--- src/sv/utf8d_pkg.sv ---
`default_nettype none
package utf8d_pkg;

  localparam int unsigned CpWidth   = 31;
  localparam int unsigned ContBits  = 6;
  localparam logic [3:0]  MaxSeqLen = 4'd6;
  localparam logic [3:0]  LenAscii  = 4'd0;
  localparam logic [3:0]  LenStray  = 4'd1;

  typedef struct packed {
    logic [2:0]         remaining;
    logic [CpWidth-1:0] partial;
    logic               halted;
  } utf8d_state_t;

  typedef struct packed {
    logic [CpWidth-1:0] code_point;
    logic               decode_error;
  } utf8d_result_t;

  // number of leading ones in a byte, 0..8
  function automatic logic [3:0] lead_ones(input logic [7:0] b);
    logic [3:0] n;
    logic       stop;
    n    = 4'd0;
    stop = 1'b0;
    for (int i = 7; i >= 0; i--) begin
      if (!stop && b[i]) begin
        n = n + 4'd1;
      end else begin
        stop = 1'b1;
      end
    end
    return n;
  endfunction

endpackage
`default_nettype wire

--- src/sv/utf8_stream_decoder_unit.sv ---
// path: an accepted byte is held in the input register, then decoded and written to
//   the result queue once it has room; a completed code point is offered from the queue
// throughput: one byte per cycle while the result queue has room, set by the single
//   decode pass between input register and the two-entry result queue
// reset: rst is synchronous, active high; clears decoder state, input stage and queue
`default_nettype none
module utf8_stream_decoder_unit (
  input  logic        clk,
  input  logic        rst,
  // byte side
  input  logic        s_tvalid,
  output logic        s_tready,
  input  logic [7:0]  s_tdata,   // [7:0] data_byte
  input  logic        s_tlast,   // string_end
  // code point side
  output logic        m_tvalid,
  input  logic        m_tready,
  output logic [31:0] m_tdata,   // [30:0] code_point, [31] zero fill
  output logic        m_tuser    // decode_error
);
  import utf8d_pkg::*;

  // input register stage
  logic        in_valid;
  logic [7:0]  in_byte;
  logic        in_last;

  // decoder state carried between bytes
  utf8d_state_t  state;
  utf8d_state_t  state_next;

  logic          step_valid;
  utf8d_result_t step_result;
  utf8d_result_t q_result;

  logic          room;
  logic          advance;
  logic [1:0]    q_count;

  // the input stage moves on only when the queue can take a possible result
  assign advance  = in_valid && room;
  assign s_tready = !in_valid || room;

  always_ff @(posedge clk) begin
    if (rst) begin
      in_valid <= 1'b0;
    end else if (s_tready) begin
      in_valid <= s_tvalid;
    end
  end

  // payload, no reset needed
  always_ff @(posedge clk) begin
    if (s_tready && s_tvalid) begin
      in_byte <= s_tdata;
      in_last <= s_tlast;
    end
  end

  utf8d_step u_step (
    .state        (state),
    .data_byte    (in_byte),
    .string_end   (in_last),
    .state_next   (state_next),
    .result_valid (step_valid),
    .result       (step_result)
  );

  // state updates only when a byte is actually consumed
  always_ff @(posedge clk) begin
    if (rst) begin
      state <= '0;
    end else if (advance) begin
      state <= state_next;
    end
  end

  utf8d_out_buf u_out_buf (
    .clk       (clk),
    .rst       (rst),
    .push      (advance && step_valid),
    .push_data (step_result),
    .room      (room),
    .out_valid (m_tvalid),
    .out_ready (m_tready),
    .out_data  (q_result),
    .count     (q_count)
  );

  assign m_tdata = {1'b0, q_result.code_point};
  assign m_tuser = q_result.decode_error;

  // an error result never carries a value
  assert property (@(posedge clk) disable iff (rst)
    (m_tvalid && m_tuser) |-> (m_tdata[30:0] == 31'd0))
    else $error("error result with nonzero code point");

  // result queue never overflows
  assert property (@(posedge clk) disable iff (rst) q_count != 2'd3)
    else $error("result queue count out of range");

  // a held byte in the input stage is not lost while the queue is full
  assert property (@(posedge clk) disable iff (rst)
    (in_valid && !room) |=> in_valid)
    else $error("input stage dropped a stalled byte");

  // after a string end is consumed the decoder is back to idle
  assert property (@(posedge clk) disable iff (rst)
    (advance && in_last) |=> (state == '0))
    else $error("state not cleared after string end");

endmodule
`default_nettype wire

--- src/sv/utf8d_step.sv ---
`default_nettype none
module utf8d_step (
  input  utf8d_pkg::utf8d_state_t  state,
  input  logic [7:0]               data_byte,
  input  logic                     string_end,
  output utf8d_pkg::utf8d_state_t  state_next,
  output logic                     result_valid,
  output utf8d_pkg::utf8d_result_t result
);
  import utf8d_pkg::*;

  logic [3:0] len;
  logic [7:0] lead_mask;
  logic [CpWidth-1:0] shifted;

  assign len       = lead_ones(data_byte);
  assign lead_mask = 8'hFF >> len;
  assign shifted   = {state.partial[CpWidth-ContBits-1:0], data_byte[ContBits-1:0]};

  always_comb begin
    state_next   = state;
    result_valid = 1'b0;
    result       = '0;
    if (state.halted) begin
      // drop bytes until end of string
    end else if (state.remaining != 3'd0) begin
      state_next.partial   = shifted;
      state_next.remaining = state.remaining - 3'd1;
      if (state.remaining == 3'd1) begin
        result_valid      = 1'b1;
        result.code_point = shifted;
      end
    end else if (len == LenAscii || len == LenStray) begin
      result_valid      = 1'b1;
      result.code_point = {{(CpWidth-7){1'b0}}, data_byte[6:0]};
    end else if (len <= MaxSeqLen) begin
      state_next.partial   = {{(CpWidth-8){1'b0}}, data_byte & lead_mask};
      state_next.remaining = len[2:0] - 3'd1;
    end else begin
      result_valid        = 1'b1;
      result.decode_error = 1'b1;
      state_next.halted   = 1'b1;
    end
    if (string_end) begin
      state_next = '0;
    end
  end

endmodule
`default_nettype wire

--- src/sv/utf8d_out_buf.sv ---
`default_nettype none
module utf8d_out_buf (
  input  logic                     clk,
  input  logic                     rst,
  input  logic                     push,
  input  utf8d_pkg::utf8d_result_t push_data,
  output logic                     room,
  output logic                     out_valid,
  input  logic                     out_ready,
  output utf8d_pkg::utf8d_result_t out_data,
  output logic [1:0]               count
);
  import utf8d_pkg::*;

  utf8d_result_t entry [2];
  logic          wr_ptr;
  logic          rd_ptr;
  logic          pop;

  assign out_valid = (count != 2'd0);
  assign room      = (count != 2'd2);
  assign pop       = out_valid && out_ready;
  assign out_data  = entry[rd_ptr];

  always_ff @(posedge clk) begin
    if (rst) begin
      wr_ptr <= 1'b0;
      rd_ptr <= 1'b0;
      count  <= 2'd0;
    end else begin
      if (push) begin
        wr_ptr <= ~wr_ptr;
      end
      if (pop) begin
        rd_ptr <= ~rd_ptr;
      end
      count <= count + {1'b0, push} - {1'b0, pop};
    end
  end

  always_ff @(posedge clk) begin
    if (push) begin
      entry[wr_ptr] <= push_data;
    end
  end

endmodule
`default_nettype wire
--- config.mk ---
export PLATFORM = sky130hd
export DESIGN_NAME = utf8_stream_decoder_unit
export DESIGN_NICKNAME = d
export VERILOG_FILES = /design/src/sv/utf8d_pkg.sv /design/src/sv/utf8_stream_decoder_unit.sv /design/src/sv/utf8d_step.sv /design/src/sv/utf8d_out_buf.sv
export SDC_FILE = /design/constraint.sdc
export NUM_CORES = 1
export LEC_CHECK = 0
export ABC_AREA = 1
export BUFFER_PORTS_ARGS = -buffer_cell sky130_fd_sc_hd__buf_2
export CAP_MARGIN = 20
export CORE_MARGIN = 3
export CORE_UTILIZATION = 64
export DETAILED_ROUTE_END_ITERATION = 6
export PLACE_DENSITY = 0.84
export REMOVE_ABC_BUFFERS = 1
export SYNTH_ARGS = -nofsm -noshare
export SYNTH_HDL_FRONTEND = slang
export SYNTH_HIERARCHICAL = 1
export SYNTH_SLANG_ARGS = --single-unit
--- constraint.sdc ---
create_clock -name clk -period 14 [get_ports clk]
set_input_delay 0.7 -clock clk [delete_from_list [all_inputs] [get_ports clk]]
set_output_delay 0.7 -clock clk [all_outputs]
set_load 0.005 [all_outputs]
==> results by group, run 1 <==
STA
  • Fin Hold WS: 0.487 ns
  • Total Neg Setup Slack: 0 ns
  • Worst-Margin Slew: 1.10 ns
  • Final Max Slew Viols: 0
  • Final min period: 6.04 ns
  • Rel. slew slack: 0.268
  • Final setup fails: 0
  • Crit share post-route: 0.431
  • Clock skew: 0.00828 ns
  • Unrepaired setup endpoints after global routing: no
  • Final Hold Vio Count: 0
  • Fmax: 0.166 GHz

Power
  • Peak VDD IR: 0.0000843 V
  • Design Power: 880 uW
  • Sw Share: 0.355
  • Clock power share: 0.217
  • Power per standard cell area: 138 mW/mm^2
  • NetSw: 313 uW
  • Comb pwr share: 0.312
  • Int Pwr: 567 uW
  • Flop pwr share: 0.471
  • Leak Pwr: 0.00283 uW

Global routing
  • Global-route wire length before repair: 19700 um
  • Total GRT Usage: 0.238
  • Routing usage on met2: 0.407
  • GRT Max-Usage Layer: met2
  • Initial antenna violation count: 0
  • Grt total ovfl: 0
  • Met3 track demand over resource: 0.0264
  • Vias in the first global route: 4356
  • Largest net degree at the start of global routing: 60
  • GR Util met1: 0.308

Clocking
  • Num CTS Buffers: 9
  • Root Driver: clkbuf_8
  • Cts repair resizes: 0
  • CTS max path bufs: 2
  • H-Tree Depth: 3
  • Worst skew pair latency: 0.38 ns
  • Clock transition at the registers of the reported paths: 0.11 ns
  • Post-cts hold buffer count: 0
  • Clock tree sinks: 108
  • Post-CTS setup buffers: 0
  • TritonCTS clock tree: built

Layout
  • Fillers: 677
  • Area delta synth->final: 5.58%
  • Post-layout util: 0.713
  • Post-route cell area: 0.00637 mm^2
  • Fin nets: 737
  • Layout cell share with drive strength beyond 1: 0.191
  • Inserted Diodes: 0

Floorplanning
  • Die area: 0.0106 mm^2
  • Cell Rows: 34
  • Num ports: 48
  • Total core area: 0.00893 mm^2
  • Chip width: 103 um
  • Die height: 103 um
  • Initial Util: 0.676

Min path
  • Worst hold-check path type: in -> reg
  • Hold_sp: s_tlast
  • Hold depth: 1
  • WHS Endpoint: in_last

Worst setup path
  • Worst setup EP type: flip-flop
  • Critical Path Fanout Max: 24
  • Worst Path Required: 14.06 ns
  • R2r setup slk: 7.96 ns
  • Worst flop-to-flop path endpoint: u_out_buf/entry[1][12]
  • Worst EP arrival: 6.10 ns
  • Setup Crit Path Kind: reg -> reg
  • Worst path slowest cell: edfxtp_1
  • Startpoint class of the critical path: flip-flop
  • Crit path top cell by count: nand2_1
  • R2R cell count: 33
  • Setup crit start: in_byte[6]
  • RR Startpoint: in_byte[6]
  • Slowest Stage Delay on Critical Path: 0.52 ns

Logic synthesis
  • Cells after Synth: 682
  • Mapped Area: 0.00604 mm^2
  • Avg Inst Size Synth: 8.85 um^2
  • Ys Warns: 6

Placed design
  • Routability Congestion: 0.842
  • Placed Instance Area: 0.00617 mm^2
  • Placed wire-length estimate: 7750 um
  • Port Buffers: 46

Routing
  • Routed Antenna Nets: 0
  • WL/cell: 14.7 um
  • Via density: 5.63
  • Drt pass-1 iters: 7
  • DRC errors left: 0
  • Routed wire length: 12100 um
  • DRT iter0 DRCs: 531
  • Vias post-DR: 4619

Run status
  • Status: complete, no violations

Flow run
  • Max Cap Violations: 0
==> metal layers <==
metal  share of wire  wire length, um  up-vias
met5               0                0        -
met4           0.020              247        0
met3           0.059              717       18
met2            0.50             6070      177
met1            0.42             5040     2149
li1                -                -     2275
==> cells in the final DEF, fill, tap and decap left out, types with 9 or more instances in the layout <==
cell type	instances
inv_1	76
a21oi_1	13
nand3_1	54
nand2_1	138
nor2_2	10
edfxtp_1	73
ha_1	16
nor2_1	111
dfxtp_1	34
a31oi_1	18
clkbuf_8	9
mux2_4	30
buf_2	46
o21ai_0	26
==> flip-flops by register name, indices dropped and copies added, names as in the netlist, named ones only <==
| signal | flops |
|---|---|
| u_out_buf/entry | 64 |
| state | 29 |
| in_byte | 8 |
| u_out_buf/count | 2 |
| in_last | 1 |
| in_valid | 1 |
| u_out_buf/rd_ptr | 1 |
| u_out_buf/wr_ptr | 1 |
==> stage by stage <==
| step | std cells | setup slack (ns) |
|---|---|---|
| 5_1_grt | 821 | 7.54 |
| 6_report | 821 | 7.96 |
| 3_5_place_dp | 805 | 8.10 |
| 3_3_place_gp | 805 | 8.36 |
| 2_1_floorplan | 645 | 7.89 |
| 4_1_cts | 821 | 8.03 |
==> critical path, delay by kind of cell (launching register included) <==
kind	cells	cell delay [ns]
and+or+nand+nor	20	2.33
adders and majority gates	7	1.83
buffers and inverters	6	1.01
DFF	1	0.52
==> power groups by stage <==
| stage | Combinational, uW | Clock [uW] | Sequential (uW) |
|---|---|---|---|
| 2_1_floorplan | 197 | 0 | 412 |
| 3_3_place_gp | 263 | 0 | 419 |
| 3_5_place_dp | 272 | 0 | 422 |
| 4_1_cts | 274 | 194 | 415 |
| 5_1_grt | 306 | 206 | 420 |
| 6_report | 275 | 191 | 414 |
==> worst max path at each step <==
| stage | to | slack (ns) | cells past startpoint |
|---|---|---|---|
| floorplan | u_out_buf/entry[0][0] | 7.89 | 32 |
| global placement | u_out_buf/entry[1][21] | 8.36 | 33 |
| detailed placement | u_out_buf/entry[1][21] | 8.10 | 33 |
| CTS | u_out_buf/entry[1][10] | 8.03 | 33 |
| global route | u_out_buf/entry[1][12] | 7.54 | 33 |
| finish | u_out_buf/entry[1][12] | 7.96 | 33 |
==> cell type report <==
class | instances | area, um^2 | share of cell area
Timing Repair Buffer | 52 | 275 | 0.0432
Tap cell | 108 | 135 | 0.0212
Sequential cell | 108 | 2890 | 0.454
Inverter | 80 | 300 | 0.0471
Clock buffer | 9 | 124 | 0.0194
Clock inverter | 7 | 80.1 | 0.0126
Multi-Input combinational cell | 457 | 2560 | 0.402
(Power assumes the default switching activity.)
==> run 2: changes to the inputs <==
Settings changed: CORE_UTILIZATION 64 to 55, PLACE_DENSITY 0.84 to 0.77.
Clock period 14 ns to 5.1 ns, I/O delays scaled along.
==> run 2 against run 1 <==
The flow now finishes with violations (setup timing); wire length increased by 11%; sequential share of layout area decreased by 3.8 points; first-iteration DRC count decreased by 9.2%; core utilization decreased by 5.2 points; total power increased to 2.9 times the previous value; non-clock buffer count increased by 34; clock skew increased by 0.0080 ns; worst setup slack got worse by 8.1 ns; maximum frequency increased by 16%; global-route usage decreased by 4.1 points; critical endpoint is now u_out_buf/entry[0][6].
==> results by group, run 2 (synthesis results as in run 1) <==
Routing
  • Via density: 5.58
  • Drt pass-1 iters: 5
  • Vias post-DR: 4924
  • Routed wire length: 13400 um
  • Routed Antenna Nets: 0
  • DRT iter0 DRCs: 482
  • WL/cell: 15.2 um
  • DRC errors left: 0

Min path
  • Worst hold-check path type: in -> reg
  • Hold depth: 1
  • Hold_sp: s_tdata[6]
  • WHS Endpoint: in_byte[6]

STA
  • Final min period: 5.19 ns
  • Crit share post-route: 1.02
  • Total Neg Setup Slack: -2.39 ns
  • Rel. slew slack: 0.428
  • Final Hold Vio Count: 0
  • Clock skew: 0.0163 ns
  • Fin Hold WS: 0.0525 ns
  • Final setup fails: 33
  • Final Max Slew Viols: 0
  • Worst setup margin: -0.0949 ns
  • Fmax: 0.192 GHz
  • Worst-Margin Slew: 0.858 ns

Worst setup path
  • Startpoint class of the critical path: flip-flop
  • Worst path slowest cell: edfxtp_1
  • Critical Path Fanout Max: 5
  • Setup crit start: in_byte[7]
  • Worst EP arrival: 5.29 ns
  • Slowest Stage Delay on Critical Path: 0.46 ns
  • RR Startpoint: in_byte[7]
  • Crit path top cell by count: ha_4
  • Worst setup EP type: flip-flop
  • R2R cell count: 33
  • Worst flop-to-flop path endpoint: u_out_buf/entry[0][6]
  • Worst Path Required: 5.19 ns
  • R2r setup slk: -0.09 ns
  • Setup Crit Path Kind: reg -> reg

Power
  • Power per standard cell area: 365 mW/mm^2
  • Comb pwr share: 0.370
  • Clock power share: 0.189
  • Leak Pwr: 0.00302 uW
  • Design Power: 2540 uW
  • Sw Share: 0.352
  • Flop pwr share: 0.440
  • Peak VDD IR: 0.000207 V
  • NetSw: 895 uW
  • Int Pwr: 1640 uW

Clocking
  • Worst skew pair latency: 0.37 ns
  • Clock tree sinks: 108
  • Num CTS Buffers: 9
  • H-Tree Depth: 3
  • Post-cts hold buffer count: 0
  • Clock transition at the registers of the reported paths: 0.11 ns
  • TritonCTS clock tree: built
  • Root Driver: clkbuf_8
  • CTS max path bufs: 2

Global routing
  • Initial antenna violation count: 0
  • Grt total ovfl: 0
  • Global-route wire length before repair: 20200 um
  • GR Util met1: 0.248
  • Largest net degree at the start of global routing: 60
  • Total GRT Usage: 0.197
  • Met3 track demand over resource: 0.0382
  • Vias in the first global route: 4530
  • Routing usage on met2: 0.341
  • GRT Max-Usage Layer: met2

Layout
  • Area delta synth->final: 15.2%
  • Fin nets: 771
  • Commonest non-fill, non-tap cell in the layout: nand2_1
  • Most frequent cells in the layout: nand2_1 (131), nor2_1 (107), edfxtp_1 (73), inv_1 (71), nand3_1 (51)
  • Inserted Diodes: 0
  • Biggest registers after layout: u_out_buf/entry (64), state (29), in_byte (8)
  • Largest Register: u_out_buf/entry
  • Layout cell share with drive strength beyond 1: 0.262
  • Fillers: 754
  • Max reg flops: 64

Placed design
  • Routability Congestion: 0.874
  • Placed wire-length estimate: 7940 um
  • Port Buffers: 46

Flow run
  • Max Cap Violations: 0

Run status
  • Status: finished with violations
  • Failing checks: setup timing

Floorplanning
  • Total core area: 0.0105 mm^2
  • Die area: 0.0123 mm^2
  • Die height: 111 um
  • Num ports: 48
  • Initial Util: 0.574
  • Cell Rows: 37
  • Chip width: 111 um
-- run 2: changes by cell type in the layout (fill, tap and decap cells not counted), moves of 4 or more --
cell | before | now
buf_12 | 0 | 6
buf_4 | 6 | 30
nand2_4 | 2 | 6
inv_1 | 76 | 71
inv_2 | 3 | 7
nand2_1 | 138 | 131
ha_4 | 0 | 8
nor2_1 | 111 | 107
nor2_4 | 3 | 8
ha_1 | 16 | 8
-- run 2: area by class of cell --
cell class | instances | area [um^2] | area share
Timing Repair Buffer | 86 | 634 | 0.0912
Multi-Input combinational cell | 457 | 2780 | 0.399
Tap cell | 136 | 170 | 0.0245
Sequential cell | 108 | 2890 | 0.416
Clock inverter | 5 | 46.3 | 0.00666
Clock buffer | 11 | 131 | 0.0189
Inverter | 80 | 303 | 0.0435
-- run 2: layer usage --
layer | routed length, um | up-vias
li1 | - | 2348
met1 | 5390 | 2271
met2 | 6590 | 260
met3 | 992 | 45
met4 | 433 | 0
met5 | 0 | -
-- run 2: stage by stage --
step / util / instance area, um^2 / cells / setup slack (ns)
floorplan: - / 5760 / 645 / -1.01
detailed placement: 0.604 / 6350 / 847 / -0.158
CTS: 0.626 / 6570 / 866 / -0.00392
global route: 0.662 / 6950 / 883 / -0.232
global placement: 0.604 / 6350 / 847 / 0.117
finish: 0.662 / 6950 / 883 / -0.0949
-- run 2: worst max path at each step --
stage,slack [ns],cells past startpoint,end
2_1_floorplan,-1.01,32,u_out_buf/entry[0][0]
3_3_place_gp,0.12,32,u_out_buf/entry[0][27]
3_5_place_dp,-0.16,32,u_out_buf/entry[0][15]
4_1_cts,-0.004,35,u_out_buf/count[1]
5_1_grt,-0.23,32,u_out_buf/entry[0][7]
6_report,-0.09,33,u_out_buf/entry[0][6]
-- run 2: what timing repair did --
action,4_1_cts,5_1_grt
pin swaps,0,24
buffers inserted,3,14
cloned,0,2
gates resized for setup,8,41
endpoints found under the setup margin,78,95
-- run 2: critical path, delay by kind of cell (launching register included) --
family | cells | cell delay [ns]
adder cells (fa/ha/maj) | 6 | 1.39
flip-flops | 1 | 0.46
AND/OR/NAND/NOR | 19 | 2.14
buffers and inverters | 8 | 0.92
-- run 2: power groups by stage --
stage	Clock [uW]	Sequential, uW	Combinational [uW]
2_1_floorplan	0	1130	542
3_3_place_gp	0	1150	758
3_5_place_dp	0	1160	782
4_1_cts	486	1140	802
5_1_grt	527	1130	1030
6_report	481	1120	940
==> run 3: changes to the inputs <==
Settings changed: CAP_MARGIN 20 to 0, HOLD_SLACK_MARGIN from default to 0.08.
==> run 3 against run 2 <==
The run still ends with setup timing left; critical path depth up 1; clock-buffer cell count unchanged; first-iteration DRC count is 9.1% higher; sequential power barely moved; critical path type unchanged.
==> results by group, run 3 (synthesis results as in run 1) <==
Power
  • Flop pwr share: 0.446
  • Peak VDD IR: 0.000228 V
  • Leak Pwr: 0.00307 uW
  • Sw Share: 0.352
  • Comb pwr share: 0.366
  • Clock power share: 0.188
  • Int Pwr: 1660 uW
  • NetSw: 902 uW
  • Power per standard cell area: 362 mW/mm^2

Placed design
  • Place WS: -0.158 ns
  • Routability Congestion: 0.874
  • Port Buffers: 46
  • Placed wire-length estimate: 7940 um

Worst setup path
  • Largest delay share family, worst path: simple AND/OR/NAND/NOR gates
  • Worst Path Required: 5.19 ns
  • Critical Path Fanout Max: 12
  • Worst setup EP type: flip-flop
  • Slowest Stage Delay on Critical Path: 0.51 ns
  • Crit. path cell count: 34
  • R2R cell count: 34
  • CP bufs+invs: 8
  • Worst EP arrival: 5.29 ns
  • Setup Crit Path Kind: reg -> reg
  • Crit path top cell by count: ha_4
  • Startpoint class of the critical path: flip-flop
  • Worst path slowest cell: edfxtp_1

Global routing
  • Total GRT Usage: 0.201
  • Vias in the first global route: 4553
  • Largest net degree at the start of global routing: 60
  • Initial antenna violation count: 0
  • Grt total ovfl: 0
  • Global-route wire length before repair: 20600 um

Flow run
  • Max Cap Violations: 0

Layout
  • Inserted Diodes: 0
  • FF/Latch Area: 0.00289 mm^2
  • Max reg flops: 64
  • Most frequent cells in the layout: nand2_1 (130), nor2_1 (107), edfxtp_1 (73), inv_1 (68), nand3_1 (51)
  • Layout cell share with drive strength beyond 1: 0.269
  • Area delta synth->final: 17.2%
  • Area of the multi-input gates: 0.00278 mm^2
  • Biggest registers after layout: u_out_buf/entry (64), state (29), in_byte (8)
  • Largest Register: u_out_buf/entry
  • Fillers: 739
  • Fin nets: 783
  • Commonest non-fill, non-tap cell in the layout: nand2_1
  • Post-layout util: 0.673

Floorplanning
  • Die height: 111 um
  • Total core area: 0.0105 mm^2
  • Die area: 0.0123 mm^2
  • Initial Util: 0.574
  • Chip width: 111 um
  • Num ports: 48
  • Cell Rows: 37

STA
  • Clock skew: 0.0177 ns
  • Final Hold Vio Count: 0
  • Final min period: 5.20 ns
  • Final Max Slew Viols: 0
  • Unrepaired setup endpoints after global routing: yes
  • Worst-Margin Slew: 1.14 ns
  • Crit share post-route: 1.02
  • Worst setup margin: -0.100 ns
  • Rel. slew slack: 0.238
  • Final setup fails: 33
  • Fmax: 0.192 GHz

Min path
  • Hold depth: 3
  • Worst hold-check path type: in -> reg

Clocking
  • H-Tree Depth: 3
  • Clock tree sinks: 108
  • Num CTS Buffers: 9
  • TritonCTS clock tree: built
  • Root Driver: clkbuf_8
  • Worst skew pair latency: 0.37 ns
  • CTS max path bufs: 2
  • Clock transition at the registers of the reported paths: 0.11 ns

Routing
  • Drt pass-1 iters: 5
  • Via density: 5.53
  • Routed wire length: 13600 um
  • WL/cell: 15.2 um
  • Routed Antenna Nets: 0
  • DRC errors left: 0
  • Vias post-DR: 4947
  • DRT iter0 DRCs: 526

Run status
  • Status: finished with violations
  • Failing checks: setup timing
## run 3: changes by cell type in the layout (fill, tap and decap cells not counted)
cell and change:
dlygate4sd3_1 +9, buf_4 +4, inv_1 -3, inv_2 +3
buf_12 -1, buf_6 -1, clkbuf_16 +1, ha_1 -1
ha_2 +1, nand2_1 -1, nand2_2 +1
## run 3: power by group through the flow
stage,registers (uW),clock network [uW],logic (uW)
6_report,1140,481,937
5_1_grt,1150,525,1020
4_1_cts,1140,486,807
3_5_place_dp,1160,0,782
3_3_place_gp,1150,0,758
2_1_floorplan,1130,0,542
## run 3: worst register-to-register path: cells and delay by family (launching register included)
| kind | cells | cell delay [ns] |
|---|---|---|
| buf+inv | 8 | 0.88 |
| flops | 1 | 0.51 |
| fa+ha+maj | 6 | 1.45 |
| simple gates | 20 | 2.10 |
## run 3: final timing paths
check	startpoint	end	slack (ns)
max	in_byte[6]	u_out_buf/entry[0][24]	-0.10
min	s_tvalid	in_valid	0.12
min reg2reg	u_out_buf/rd_ptr	flip-flop	0.53
max reg2reg	in_byte[6]	u_out_buf/entry[0][24]	-0.10
## run 3: layout make-up
| type | instances | share of cell area |
|---|---|---|
| Clock buffer | 11 | 0.0186 |
| Clock inverter | 5 | 0.00655 |
| Inverter | 80 | 0.0428 |
| Multi-Input combinational cell | 457 | 0.393 |
| Sequential cell | 108 | 0.409 |
| Tap cell | 136 | 0.0241 |
| Timing Repair Buffer | 98 | 0.106 |
## run 3: per-layer routing
layer  vias up  global-route usage  part of all wire
met5         -                   0                 0
met4         0              0.0772             0.032
met3        47              0.0322             0.064
met2       231               0.345              0.49
met1      2301               0.254              0.41
li1       2368                   -                 -
## run 3: what timing repair did
action	CTS	global route
setup buffers	3	17
resized for setup	8	45
setup endpoints to repair	78	109
hold buffers	9	0
gates cloned	0	3
pin swaps	0	28
hold endpoints to repair	9	0
## run 3: metrics by stage
| step | setup TNS [ns] | area (um^2) | hold WS [ns] | total power (uW) | std cells |
|---|---|---|---|---|---|
| 2_1_floorplan | -41.28 | 5760 | 0.324 | 1670 | 645 |
| 3_3_place_gp | 0 | 6350 | 0.432 | 1910 | 847 |
| 3_5_place_dp | -5.71 | 6350 | 0.433 | 1940 | 847 |
| 4_1_cts | -0.00392 | 6660 | 0.121 | 2430 | 875 |
| 5_1_grt | -13.98 | 7070 | 0.142 | 2700 | 895 |
| 6_report | -2.66 | 7070 | 0.122 | 2560 | 895 |
